### src/hdl/hsov_pkg.sv
package hsov_pkg;

  localparam int unsigned KEY_UPPER_W = 16;
  localparam int unsigned KEY_LOWER_W = 64;
  localparam int unsigned STEP_W      = 12;
  localparam int unsigned VALUE_W     = 64;
  localparam int unsigned CODE_W      = 20;
  localparam int unsigned CFG_IDX_W   = 2;
  localparam int unsigned CFG_DATA_W  = 64;
  localparam int unsigned QUEUE_DEPTH = 2;

  localparam logic [STEP_W-1:0] STEP_RESET = 12'd30;
  localparam logic [7:0]        IPAD_BYTE  = 8'h36;
  localparam logic [7:0]        OPAD_BYTE  = 8'h5c;
  localparam logic [30:0]       MODULUS    = 31'd1000000;
  // floor(2^50 / 1000000), quotient estimate is low by at most one
  localparam logic [30:0]       RECIP      = 31'd1125899906;
  localparam int unsigned       RECIP_SH   = 50;
  localparam logic [159:0]      H_INIT     =
    160'h67452301_efcdab89_98badcfe_10325476_c3d2e1f0;

  typedef enum logic [CFG_IDX_W-1:0] {
    CFG_KEY_UPPER = 2'd0,
    CFG_KEY_LOWER = 2'd1,
    CFG_TIME_STEP = 2'd2
  } cfg_idx_e;

  typedef struct packed {
    logic               req_type;
    logic [VALUE_W-1:0] moving_value;
    logic [CODE_W-1:0]  candidate_code;
  } in_req_t;

  typedef struct packed {
    logic              match;
    logic [CODE_W-1:0] computed_code;
  } result_t;

  typedef struct packed {
    logic [VALUE_W-1:0] factor;
    logic [CODE_W-1:0]  candidate;
  } job_t;

  typedef enum logic {
    FR_IDLE,
    FR_DIV
  } fr_state_e;

  typedef enum logic [2:0] {
    BK_IDLE,
    BK_ROUND,
    BK_ADD,
    BK_TRUNC,
    BK_MOD,
    BK_OUT
  } bk_state_e;

endpackage

### src/hdl/hsov_fifo.sv
module hsov_fifo #(
  parameter int unsigned WIDTH = 8,
  parameter int unsigned DEPTH = 2
) (
  input  logic             clk_i,
  input  logic             rst_ni,
  input  logic             push_i,
  input  logic [WIDTH-1:0] data_i,
  output logic             full_o,
  input  logic             pop_i,
  output logic [WIDTH-1:0] data_o,
  output logic             empty_o
);

  localparam int unsigned AW = (DEPTH > 1) ? $clog2(DEPTH) : 1;
  localparam int unsigned CW = $clog2(DEPTH + 1);

  logic [WIDTH-1:0] mem_q [DEPTH];
  logic [AW-1:0]    wr_ptr_q, wr_ptr_d, rd_ptr_q, rd_ptr_d;
  logic [CW-1:0]    cnt_q, cnt_d;
  logic             do_push, do_pop;

  assign full_o  = (cnt_q == CW'(DEPTH));
  assign empty_o = (cnt_q == '0);
  assign do_push = push_i && !full_o;
  assign do_pop  = pop_i && !empty_o;
  assign data_o  = mem_q[rd_ptr_q];

  always_comb begin
    wr_ptr_d = wr_ptr_q;
    rd_ptr_d = rd_ptr_q;
    cnt_d    = cnt_q;
    if (do_push) begin
      wr_ptr_d = (wr_ptr_q == AW'(DEPTH - 1)) ? '0 : wr_ptr_q + 1'b1;
    end
    if (do_pop) begin
      rd_ptr_d = (rd_ptr_q == AW'(DEPTH - 1)) ? '0 : rd_ptr_q + 1'b1;
    end
    if (do_push && !do_pop) begin
      cnt_d = cnt_q + 1'b1;
    end else if (do_pop && !do_push) begin
      cnt_d = cnt_q - 1'b1;
    end
  end

  always_ff @(posedge clk_i or negedge rst_ni) begin
    if (!rst_ni) begin
      wr_ptr_q <= '0;
      rd_ptr_q <= '0;
      cnt_q    <= '0;
    end else begin
      wr_ptr_q <= wr_ptr_d;
      rd_ptr_q <= rd_ptr_d;
      cnt_q    <= cnt_d;
    end
  end

  always_ff @(posedge clk_i) begin
    if (do_push) begin
      mem_q[wr_ptr_q] <= data_i;
    end
  end

endmodule

### src/hdl/hsov_front.sv
module hsov_front (
  input  logic                                 clk_i,
  input  logic                                 rst_ni,
  input  logic                                 push_i,
  input  hsov_pkg::in_req_t                    in_req_i,
  output logic                                 full_o,
  input  logic [hsov_pkg::STEP_W-1:0]          time_step_i,
  output logic                                 job_push_o,
  output hsov_pkg::job_t                       job_o,
  input  logic                                 job_full_i
);

  hsov_pkg::fr_state_e state_q, state_d;

  logic [hsov_pkg::VALUE_W-1:0] dq_q, dq_d, dq_n;
  logic [hsov_pkg::STEP_W-1:0]  rem_q, rem_d, rem_n, divisor;
  logic [hsov_pkg::STEP_W:0]    rem_sh;
  logic [5:0]                   cnt_q, cnt_d;
  logic [hsov_pkg::CODE_W-1:0]  cand_q, cand_d;
  logic                         hold_v_q, hold_v_d, ge, accept, drain, div_last;
  hsov_pkg::job_t               hold_q, hold_d;

  // zero step behaves as one
  assign divisor  = (time_step_i == '0) ? hsov_pkg::STEP_W'(1) : time_step_i;
  assign drain    = hold_v_q && !job_full_i;
  assign full_o   = (state_q == hsov_pkg::FR_DIV) || (hold_v_q && job_full_i);
  assign accept   = push_i && !full_o;
  assign div_last = (cnt_q == 6'd63);

  assign job_push_o = hold_v_q;
  assign job_o      = hold_q;

  // restoring divide, one quotient bit per cycle
  assign rem_sh = {rem_q, dq_q[hsov_pkg::VALUE_W-1]};
  assign ge     = (rem_sh >= {1'b0, divisor});
  assign rem_n  = ge ? hsov_pkg::STEP_W'(rem_sh - {1'b0, divisor})
                     : rem_sh[hsov_pkg::STEP_W-1:0];
  assign dq_n   = {dq_q[hsov_pkg::VALUE_W-2:0], ge};

  always_comb begin
    state_d = state_q;
    unique case (state_q)
      hsov_pkg::FR_IDLE: begin
        if (accept && in_req_i.req_type) begin
          state_d = hsov_pkg::FR_DIV;
        end
      end
      hsov_pkg::FR_DIV: begin
        if (div_last) begin
          state_d = hsov_pkg::FR_IDLE;
        end
      end
      default: state_d = hsov_pkg::FR_IDLE;
    endcase
  end

  always_comb begin
    dq_d     = dq_q;
    rem_d    = rem_q;
    cnt_d    = cnt_q;
    cand_d   = cand_q;
    hold_d   = hold_q;
    hold_v_d = hold_v_q && !drain;
    unique case (state_q)
      hsov_pkg::FR_IDLE: begin
        if (accept) begin
          if (in_req_i.req_type) begin
            dq_d   = in_req_i.moving_value;
            rem_d  = '0;
            cnt_d  = '0;
            cand_d = in_req_i.candidate_code;
          end else begin
            hold_v_d         = 1'b1;
            hold_d.factor    = in_req_i.moving_value;
            hold_d.candidate = in_req_i.candidate_code;
          end
        end
      end
      hsov_pkg::FR_DIV: begin
        dq_d  = dq_n;
        rem_d = rem_n;
        cnt_d = cnt_q + 1'b1;
        if (div_last) begin
          hold_v_d         = 1'b1;
          hold_d.factor    = dq_n;
          hold_d.candidate = cand_q;
        end
      end
      default: ;
    endcase
  end

  always_ff @(posedge clk_i or negedge rst_ni) begin
    if (!rst_ni) begin
      state_q  <= hsov_pkg::FR_IDLE;
      hold_v_q <= 1'b0;
      cnt_q    <= '0;
    end else begin
      state_q  <= state_d;
      hold_v_q <= hold_v_d;
      cnt_q    <= cnt_d;
    end
  end

  always_ff @(posedge clk_i) begin
    dq_q   <= dq_d;
    rem_q  <= rem_d;
    cand_q <= cand_d;
    hold_q <= hold_d;
  end

endmodule

### src/hdl/hsov_back.sv
module hsov_back (
  input  logic                                 clk_i,
  input  logic                                 rst_ni,
  input  logic                                 job_empty_i,
  input  hsov_pkg::job_t                       job_i,
  output logic                                 job_pop_o,
  input  logic [hsov_pkg::KEY_UPPER_W-1:0]     key_upper_i,
  input  logic [hsov_pkg::KEY_LOWER_W-1:0]     key_lower_i,
  input  logic                                 res_full_i,
  output logic                                 res_push_o,
  output hsov_pkg::result_t                    res_o
);

  function automatic logic [31:0] rotl(input logic [31:0] x, input int unsigned n);
    rotl = (x << n) | (x >> (32 - n));
  endfunction

  // message block for each of the four compressions
  function automatic logic [511:0] build_block(
    input logic [1:0]   blk,
    input logic [15:0]  ku,
    input logic [63:0]  kl,
    input logic [63:0]  factor,
    input logic [159:0] dig
  );
    logic [511:0] key_blk;
    logic [7:0]   pad;
    key_blk = {ku, kl, 432'h0};
    pad     = blk[1] ? hsov_pkg::OPAD_BYTE : hsov_pkg::IPAD_BYTE;
    unique case (blk)
      2'd0, 2'd2: build_block = key_blk ^ {64{pad}};
      2'd1:       build_block = {factor, 32'h8000_0000, 384'h0, 32'h0000_0240};
      default:    build_block = {dig, 32'h8000_0000, 288'h0, 32'h0000_02a0};
    endcase
  endfunction

  hsov_pkg::bk_state_e state_q, state_d;

  logic [31:0]                 w_q [16];
  logic [31:0]                 w_d [16];
  logic [31:0]                 a_q, b_q, c_q, d_q, e_q;
  logic [31:0]                 a_d, b_d, c_d, d_d, e_d;
  logic [159:0]                h_q, h_d, dig_q, dig_d, h_sum;
  logic [6:0]                  rnd_q, rnd_d;
  logic [1:0]                  blk_q, blk_d;
  logic [1:0]                  k_q, k_d;
  logic [30:0]                 v_q, v_d, qd;
  logic [11:0]                 q_q, q_d;
  logic [61:0]                 prod;
  logic [hsov_pkg::VALUE_W-1:0] fac_q, fac_d;
  logic [hsov_pkg::CODE_W-1:0] cand_q, cand_d;
  logic [31:0]                 f, kc, t, w_new, sel;
  logic [511:0]                blk_bits;
  logic [1:0]                  blk_sel;
  logic [63:0]                 fac_sel;
  logic [3:0]                  ofs;

  assign h_sum = {h_q[159:128] + a_q, h_q[127:96] + b_q, h_q[95:64] + c_q,
                  h_q[63:32] + d_q, h_q[31:0] + e_q};

  always_comb begin
    if (rnd_q < 7'd20) begin
      f  = (b_q & c_q) | (~b_q & d_q);
      kc = 32'h5a827999;
    end else if (rnd_q < 7'd40) begin
      f  = b_q ^ c_q ^ d_q;
      kc = 32'h6ed9eba1;
    end else if (rnd_q < 7'd60) begin
      f  = (b_q & c_q) | (b_q & d_q) | (c_q & d_q);
      kc = 32'h8f1bbcdc;
    end else begin
      f  = b_q ^ c_q ^ d_q;
      kc = 32'hca62c1d6;
    end
  end

  assign t     = rotl(a_q, 5) + f + e_q + kc + w_q[0];
  assign w_new = rotl(w_q[13] ^ w_q[8] ^ w_q[2] ^ w_q[0], 1);

  // next block to load: the first one from idle, the following one from add
  assign blk_sel  = (state_q == hsov_pkg::BK_IDLE) ? 2'd0 : blk_q + 2'd1;
  assign fac_sel  = (state_q == hsov_pkg::BK_IDLE) ? job_i.factor : fac_q;
  assign blk_bits = build_block(blk_sel, key_upper_i, key_lower_i, fac_sel, dig_q);

  // dynamic truncation picks four bytes at the nibble offset
  assign ofs = h_q[3:0];
  assign sel = h_q[8'd159 - {1'b0, ofs, 3'b000} -: 32];

  // modulo by reciprocal: 31 by 31 bit product, then remainder and one fix-up
  assign prod = {31'd0, v_q} * {31'd0, hsov_pkg::RECIP};
  assign qd   = {19'd0, q_q} * hsov_pkg::MODULUS;

  always_comb begin
    state_d = state_q;
    unique case (state_q)
      hsov_pkg::BK_IDLE:  if (!job_empty_i) state_d = hsov_pkg::BK_ROUND;
      hsov_pkg::BK_ROUND: if (rnd_q == 7'd79) state_d = hsov_pkg::BK_ADD;
      hsov_pkg::BK_ADD: begin
        state_d = (blk_q == 2'd3) ? hsov_pkg::BK_TRUNC : hsov_pkg::BK_ROUND;
      end
      hsov_pkg::BK_TRUNC: state_d = hsov_pkg::BK_MOD;
      hsov_pkg::BK_MOD:   if (k_q == 2'd0) state_d = hsov_pkg::BK_OUT;
      hsov_pkg::BK_OUT:   if (!res_full_i) state_d = hsov_pkg::BK_IDLE;
      default:            state_d = hsov_pkg::BK_IDLE;
    endcase
  end

  always_comb begin
    w_d    = w_q;
    a_d    = a_q;
    b_d    = b_q;
    c_d    = c_q;
    d_d    = d_q;
    e_d    = e_q;
    h_d    = h_q;
    dig_d  = dig_q;
    rnd_d  = rnd_q;
    blk_d  = blk_q;
    k_d    = k_q;
    v_d    = v_q;
    q_d    = q_q;
    fac_d  = fac_q;
    cand_d = cand_q;
    job_pop_o  = 1'b0;
    res_push_o = 1'b0;
    unique case (state_q)
      hsov_pkg::BK_IDLE: begin
        if (!job_empty_i) begin
          job_pop_o = 1'b1;
          fac_d     = job_i.factor;
          cand_d    = job_i.candidate;
          blk_d     = 2'd0;
          rnd_d     = '0;
          h_d       = hsov_pkg::H_INIT;
          {a_d, b_d, c_d, d_d, e_d} = hsov_pkg::H_INIT;
          for (int i = 0; i < 16; i++) w_d[i] = blk_bits[511-32*i -: 32];
        end
      end
      hsov_pkg::BK_ROUND: begin
        a_d   = t;
        b_d   = a_q;
        c_d   = rotl(b_q, 30);
        d_d   = c_q;
        e_d   = d_q;
        rnd_d = rnd_q + 1'b1;
        for (int i = 0; i < 15; i++) w_d[i] = w_q[i+1];
        w_d[15] = w_new;
      end
      hsov_pkg::BK_ADD: begin
        rnd_d = '0;
        blk_d = blk_q + 2'd1;
        if (blk_q == 2'd1) begin
          // inner digest kept, outer hash restarts from the initial value
          dig_d = h_sum;
          h_d   = hsov_pkg::H_INIT;
          {a_d, b_d, c_d, d_d, e_d} = hsov_pkg::H_INIT;
        end else begin
          h_d = h_sum;
          {a_d, b_d, c_d, d_d, e_d} = h_sum;
        end
        for (int i = 0; i < 16; i++) w_d[i] = blk_bits[511-32*i -: 32];
      end
      hsov_pkg::BK_TRUNC: begin
        v_d = sel[30:0];
        k_d = 2'd2;
      end
      hsov_pkg::BK_MOD: begin
        unique case (k_q)
          2'd2:    q_d = prod[hsov_pkg::RECIP_SH +: 12];
          2'd1:    v_d = v_q - qd;
          2'd0:    if (v_q >= hsov_pkg::MODULUS) v_d = v_q - hsov_pkg::MODULUS;
          default: ;
        endcase
        k_d = k_q - 1'b1;
      end
      hsov_pkg::BK_OUT: begin
        res_push_o = !res_full_i;
      end
      default: ;
    endcase
  end

  assign res_o.computed_code = v_q[hsov_pkg::CODE_W-1:0];
  assign res_o.match         = (v_q[hsov_pkg::CODE_W-1:0] == cand_q);

  always_ff @(posedge clk_i or negedge rst_ni) begin
    if (!rst_ni) begin
      state_q <= hsov_pkg::BK_IDLE;
      rnd_q   <= '0;
      blk_q   <= '0;
      k_q     <= '0;
    end else begin
      state_q <= state_d;
      rnd_q   <= rnd_d;
      blk_q   <= blk_d;
      k_q     <= k_d;
    end
  end

  always_ff @(posedge clk_i) begin
    w_q    <= w_d;
    a_q    <= a_d;
    b_q    <= b_d;
    c_q    <= c_d;
    d_q    <= d_d;
    e_q    <= e_d;
    h_q    <= h_d;
    dig_q  <= dig_d;
    v_q    <= v_d;
    q_q    <= q_d;
    fac_q  <= fac_d;
    cand_q <= cand_d;
  end

endmodule

### src/hdl/hmac_sha1_otp_validator.sv
// six-digit hotp/totp checker over hmac-sha1 with an 80-bit key. a request
// carries the mode, the counter or time and the candidate code; each request
// gives exactly one result (match flag and computed code) in request order.
// the front stage takes a hotp request at once; for totp it divides the time
// by the step one quotient bit per cycle and takes no request meanwhile.
// the back stage runs four sha-1 compressions of 80 rounds on one shared
// round unit, then truncates and reduces modulo one million in three steps
// (reciprocal multiply, remainder, one correction). it takes a new job only
// once the last result is pushed, and the shared round unit sets the
// sustained rate. a short queue sits between front and back, another holds
// results, so requests keep being taken while a result waits to be popped.
// configuration writes must only happen while the block is idle.
module hmac_sha1_otp_validator #(
  parameter int unsigned QUEUE_DEPTH = hsov_pkg::QUEUE_DEPTH
) (
  input  logic                                 clk_i,
  input  logic                                 rst_ni,
  // request side
  input  logic                                 push_i,
  input  hsov_pkg::in_req_t                    in_req_i,
  output logic                                 full_o,
  // result side
  output logic                                 empty_o,
  input  logic                                 pop_i,
  output hsov_pkg::result_t                    res_o,
  // configuration writes
  input  logic                                 cfg_we_i,
  input  logic [hsov_pkg::CFG_IDX_W-1:0]       cfg_idx_i,
  input  logic [hsov_pkg::CFG_DATA_W-1:0]      cfg_data_i
);

  logic [hsov_pkg::KEY_UPPER_W-1:0] key_upper_q;
  logic [hsov_pkg::KEY_LOWER_W-1:0] key_lower_q;
  logic [hsov_pkg::STEP_W-1:0]      time_step_q;

  logic           job_push, job_full, job_pop, job_empty;
  hsov_pkg::job_t job_in, job_out;
  logic           res_push, res_full;
  hsov_pkg::result_t res_in;

  // register file, unknown indexes are dropped
  always_ff @(posedge clk_i or negedge rst_ni) begin
    if (!rst_ni) begin
      key_upper_q <= '0;
      key_lower_q <= '0;
      time_step_q <= hsov_pkg::STEP_RESET;
    end else if (cfg_we_i) begin
      unique case (cfg_idx_i)
        hsov_pkg::CFG_KEY_UPPER: key_upper_q <= cfg_data_i[hsov_pkg::KEY_UPPER_W-1:0];
        hsov_pkg::CFG_KEY_LOWER: key_lower_q <= cfg_data_i[hsov_pkg::KEY_LOWER_W-1:0];
        hsov_pkg::CFG_TIME_STEP: time_step_q <= cfg_data_i[hsov_pkg::STEP_W-1:0];
        default: ;
      endcase
    end
  end

  // front: takes requests, works out the moving factor
  hsov_front u_front (
    .clk_i       (clk_i),
    .rst_ni      (rst_ni),
    .push_i      (push_i),
    .in_req_i    (in_req_i),
    .full_o      (full_o),
    .time_step_i (time_step_q),
    .job_push_o  (job_push),
    .job_o       (job_in),
    .job_full_i  (job_full)
  );

  // job queue between the two stages
  hsov_fifo #(
    .WIDTH ($bits(hsov_pkg::job_t)),
    .DEPTH (QUEUE_DEPTH)
  ) u_job_q (
    .clk_i   (clk_i),
    .rst_ni  (rst_ni),
    .push_i  (job_push),
    .data_i  (job_in),
    .full_o  (job_full),
    .pop_i   (job_pop),
    .data_o  (job_out),
    .empty_o (job_empty)
  );

  // back: hmac, truncation, modulo and compare
  hsov_back u_back (
    .clk_i       (clk_i),
    .rst_ni      (rst_ni),
    .job_empty_i (job_empty),
    .job_i       (job_out),
    .job_pop_o   (job_pop),
    .key_upper_i (key_upper_q),
    .key_lower_i (key_lower_q),
    .res_full_i  (res_full),
    .res_push_o  (res_push),
    .res_o       (res_in)
  );

  // result queue
  hsov_fifo #(
    .WIDTH ($bits(hsov_pkg::result_t)),
    .DEPTH (QUEUE_DEPTH)
  ) u_res_q (
    .clk_i   (clk_i),
    .rst_ni  (rst_ni),
    .push_i  (res_push),
    .data_i  (res_in),
    .full_o  (res_full),
    .pop_i   (pop_i),
    .data_o  (res_o),
    .empty_o (empty_o)
  );

endmodule
### config.mk
export PLATFORM = sky130hd
export DESIGN_NAME = hmac_sha1_otp_validator
export DESIGN_NICKNAME = d
export VERILOG_FILES = /design/src/hdl/hsov_pkg.sv /design/src/hdl/hsov_fifo.sv /design/src/hdl/hsov_front.sv /design/src/hdl/hsov_back.sv /design/src/hdl/hmac_sha1_otp_validator.sv
export SDC_FILE = /design/constraint.sdc
export NUM_CORES = 2
export LEC_CHECK = 0
export BUFFER_PORTS_ARGS = -buffer_cell sky130_fd_sc_hd__buf_2
export CAP_MARGIN = 15
export CORE_MARGIN = 2
export CORE_UTILIZATION = 60
export CTS_BUF_LIST = sky130_fd_sc_hd__clkbuf_8
export CTS_CLUSTER_SIZE = 8
export DETAILED_ROUTE_END_ITERATION = 10
export HOLD_SLACK_MARGIN = 0.1
export PLACE_DENSITY = 0.8
export SYNTH_ARGS = -nofsm -noshare
export SYNTH_HDL_FRONTEND = slang
export SYNTH_SLANG_ARGS = --single-unit
### constraint.sdc
create_clock -name clk_i -period 97.7 [get_ports clk_i]
set_input_delay 9.77 -clock clk_i [delete_from_list [all_inputs] [get_ports clk_i]]
set_output_delay 9.77 -clock clk_i [all_outputs]
set_load 0.005 [all_outputs]
==> flow_metrics.tcl <==
set metrics [dict create \
    status "finished clean" \
    grt_pass1_vias 67900 \
    wl_um 308000 \
    cp_num_cells 4 \
    synth.distinct_cells 95 \
    setup_viol 0 \
    drc_errors 0 \
    async_flop_share_pct 7.48 \
    cp_data_required_time_ns 87.93 \
    nets 9817 \
    yosys.area.top_type "edfxtp_1" \
    portBuffers 178 \
    row_count 150 \
    clockRootBuffer "clkbuf_8" \
    initial_core_util_pct 60.2 \
    hold_viol_final 0 \
    hold_class "register to register" \
    fin_tns_setup_ns 0 \
    rsz0062_at_grt "false" \
    place_congestion 1.05 \
    crit_fanout 42 \
    max_freq_mhz 78.1 \
    slew_viol_final 0 \
    grt_first_pass_wirelength_um 446000 \
    place_ws_ns 85.95 \
    dieArea_mm2 0.171 \
    ys_dominant_reg_cell "edfxtp_1" \
    max_stage_delay_ns 0.80 \
    fin_crit_ns 12.81 \
    yosys-top-cells-count "edfxtp_1, inv_1, ha_1, nor2_1, fa_1" \
    post-cts-setup-buffer-count 0 \
    crit_path_cell_trace "clkinv_1 > and2_1 > inv_1 > buf_2" \
    grt_max_degree 190 \
    setup_ws_ns 84.89 \
    cts_buffers 288 \
    fin_crit_sh_pct 13.1 \
    maxCapViolCount 0 \
    h-tree-depth 5 \
    dp_hpwl_um 229000 \
    drt_iter0_drc 7998 \
    chipWidth_um 413 \
    clock_skew_ns 0.0813 \
    core_area_mm2 0.167 \
    r2r-start "u_back.v_q[28]$_DFFE_PP_" \
    path_class "register to output pin" \
    firstDrtPassIters 6 \
    synthTopCellsByArea "edfxtp_1, fa_1, ha_1" \
    path_delay_family "buffers and inverters" \
    antenna_found_initial 16 \
    syn_inst 8228 \
    viasPerCell 6.29 \
    synth_nets 9604 \
    worstMarginPinSlew_ns 1.22 \
    arrival_ns 3.04 \
    ff2ff_setup_slack_ns 88.80 \
    path_clk_slew_ns 0.06 \
    die_y_um 413 \
    cts-resized-gates 0 \
    worstSetupEndpointType "output pin" \
    p_leak_uw 0.0456 \
    path_buf_inv 3 \
    synth_seq_cells 1631 \
    cts_tree "done" \
    reg2regPathDepth 24 \
    startpoint "u_front.state_q$_DFF_PN0_" \
    cp-endpoint "full_o" \
    crit_slowest_cell "dfrtp_4" \
    irDropWorstVdd_mv 0.0499 \
    synth_area_mm2 0.100 \
    clk_latency_ns 1.05 \
    cts_sinks 1631 \
    syn_to_final_growth_pct 8.02 \
    synth-seq-area-share_pct 48.2 \
    drt-wirelength-per-cell_um 28.4 \
    power.density_mw_per_mm2 33.2 \
    via_count 68100 \
    r2r_end "u_back.q_q[10]$_DFFE_PP_" \
    ant_nets 0 \
    layout-drive-gt1-share_pct 12.2 \
    clockBufferDepth 4 \
    gr-total-overflow 0 \
    yosysMostFrequentCell "edfxtp_1" \
    yosysTopAreaCellShare_pct 45.2 \
    start_kind "register" \
    utilization_pct 65.0 \
    syn_area_per_cell_um2 12.2 \
    io_pins 179 \
    grt.total_usage_pct 36.1 \
    hold_buffers 0 \
    synth_edf_count 1509 \
    slew_headroom_pct 18.4 \
    hold_slack_ns 0.421 \
    yosys_warnings 0 \
    min_path_cells 0 \
]
## flip-flops by register name (all words and copies together) (netlist names), 3 cells and up
| name | count |
|---|---|
| u_back.c_q | 32 |
| u_back.dig_q | 160 |
| time_step_q | 12 |
| u_back.h_q | 160 |
| u_back.b_q | 32 |
| key_lower_q | 64 |
| u_back.d_q | 32 |
| u_back.w_q | 512 |
| u_back.rnd_q | 7 |
| u_front.dq_q | 64 |
| u_res_q.mem_q | 42 |
| u_back.a_q | 32 |
| u_front.cnt_q | 6 |
| u_job_q.mem_q | 168 |
| u_front.rem_q | 12 |
| u_back.q_q | 12 |
| u_front.job_o | 84 |
| u_back.e_q | 32 |
| u_back.state_q | 3 |
| key_upper_q | 16 |
| u_front.cand_q | 20 |
| u_back.v_q | 31 |
| u_back.cand_q | 20 |
| u_back.fac_q | 64 |
## worst reg2reg max path, delay by kind of cell, from the launching register on
kind	cells	cell delay, ns
buf+inv	4	0.71
compound gates	7	1.92
simple gates	3	0.78
fa+ha+maj	9	4.16
xor+xnor	1	0.15
flops	1	0.93
## stage by stage
stage,area [um2],cells,total power [uW]
floorplan,100000,8228,2430
global placement,104000,10400,2950
detailed placement,104000,10400,2980
CTS,108000,10800,3550
global route,108000,10800,3790
finish,108000,10800,3590
## worst min path at each step
| stage | start | to |
|---|---|---|
| global placement | u_front.job_o[21]$_DFFE_PP_ | u_job_q.mem_q[0][21]$_DFFE_PP_ |
| finish | u_front.job_o[47]$_DFFE_PP_ | u_job_q.mem_q[1][47]$_DFFE_PP_ |
| global route | u_front.job_o[43]$_DFFE_PP_ | u_job_q.mem_q[1][43]$_DFFE_PP_ |
| CTS | u_front.job_o[55]$_DFFE_PP_ | u_job_q.mem_q[0][55]$_DFFE_PP_ |
| floorplan | u_front.job_o[0]$_DFFE_PP_ | u_job_q.mem_q[0][0]$_DFFE_PP_ |
| detailed placement | u_front.job_o[42]$_DFFE_PP_ | u_job_q.mem_q[0][42]$_DFFE_PP_ |
## routing by layer
| metal | track usage, % | wire length, um |
|---|---|---|
| met1 | 48.4 | 119000 |
| met2 | 54.6 | 138000 |
| met3 | 7.37 | 30800 |
| met4 | 21.3 | 20900 |
| met5 | 0 | 57 |
## cells in the final DEF (no fill, tap or decap), drive strengths merged, types with 282 or more instances in the layout
cell / Yosys / final
edfxtp: 1509 / 1509
inv: 818 / 926
ha: 735 / 735
nor2: 511 / 511
fa: 485 / 485
nand2: 461 / 461
a21o: 379 / 379
a21oi: 354 / 354
o21ai: 322 / 322
mux2: 308 / 308
clkbuf: 271 / 301
xnor2: 282 / 282
## cell families after synthesis
logic type               after synthesis  synth area share, %
flip-flops                          1631                 48.2
AO/OA/AOI/OAI                       1604                 10.7
AND/OR/NAND/NOR                     1576                 7.24
adder cells (fa/ha/maj)             1220                 18.8
buffers and inverters               1166                 4.37
XOR/XNOR                             462                 4.03
multiplexers                         569                 6.56
## where the power goes
group / internal, uW / switching (uW) / leakage (uW)
clock: 282 / 277 / 0.00285
sequential: 1090 / 172 / 0.0157
combinational: 754 / 1020 / 0.0271
total: 2120 / 1470 / 0.0456
## cell type report
class                      instances  area (um2)
multi-input combinational       5431       47700
fill                           12400       58300
sequential                      1631       48400
inverter                         823        3090
tap                             2204        2760
antenna                            3        7.51
clock buffer                     301        4140
clock inverter                   165         668
timing repair buffer             266        1640
Power figures use the tool's default switching activity.
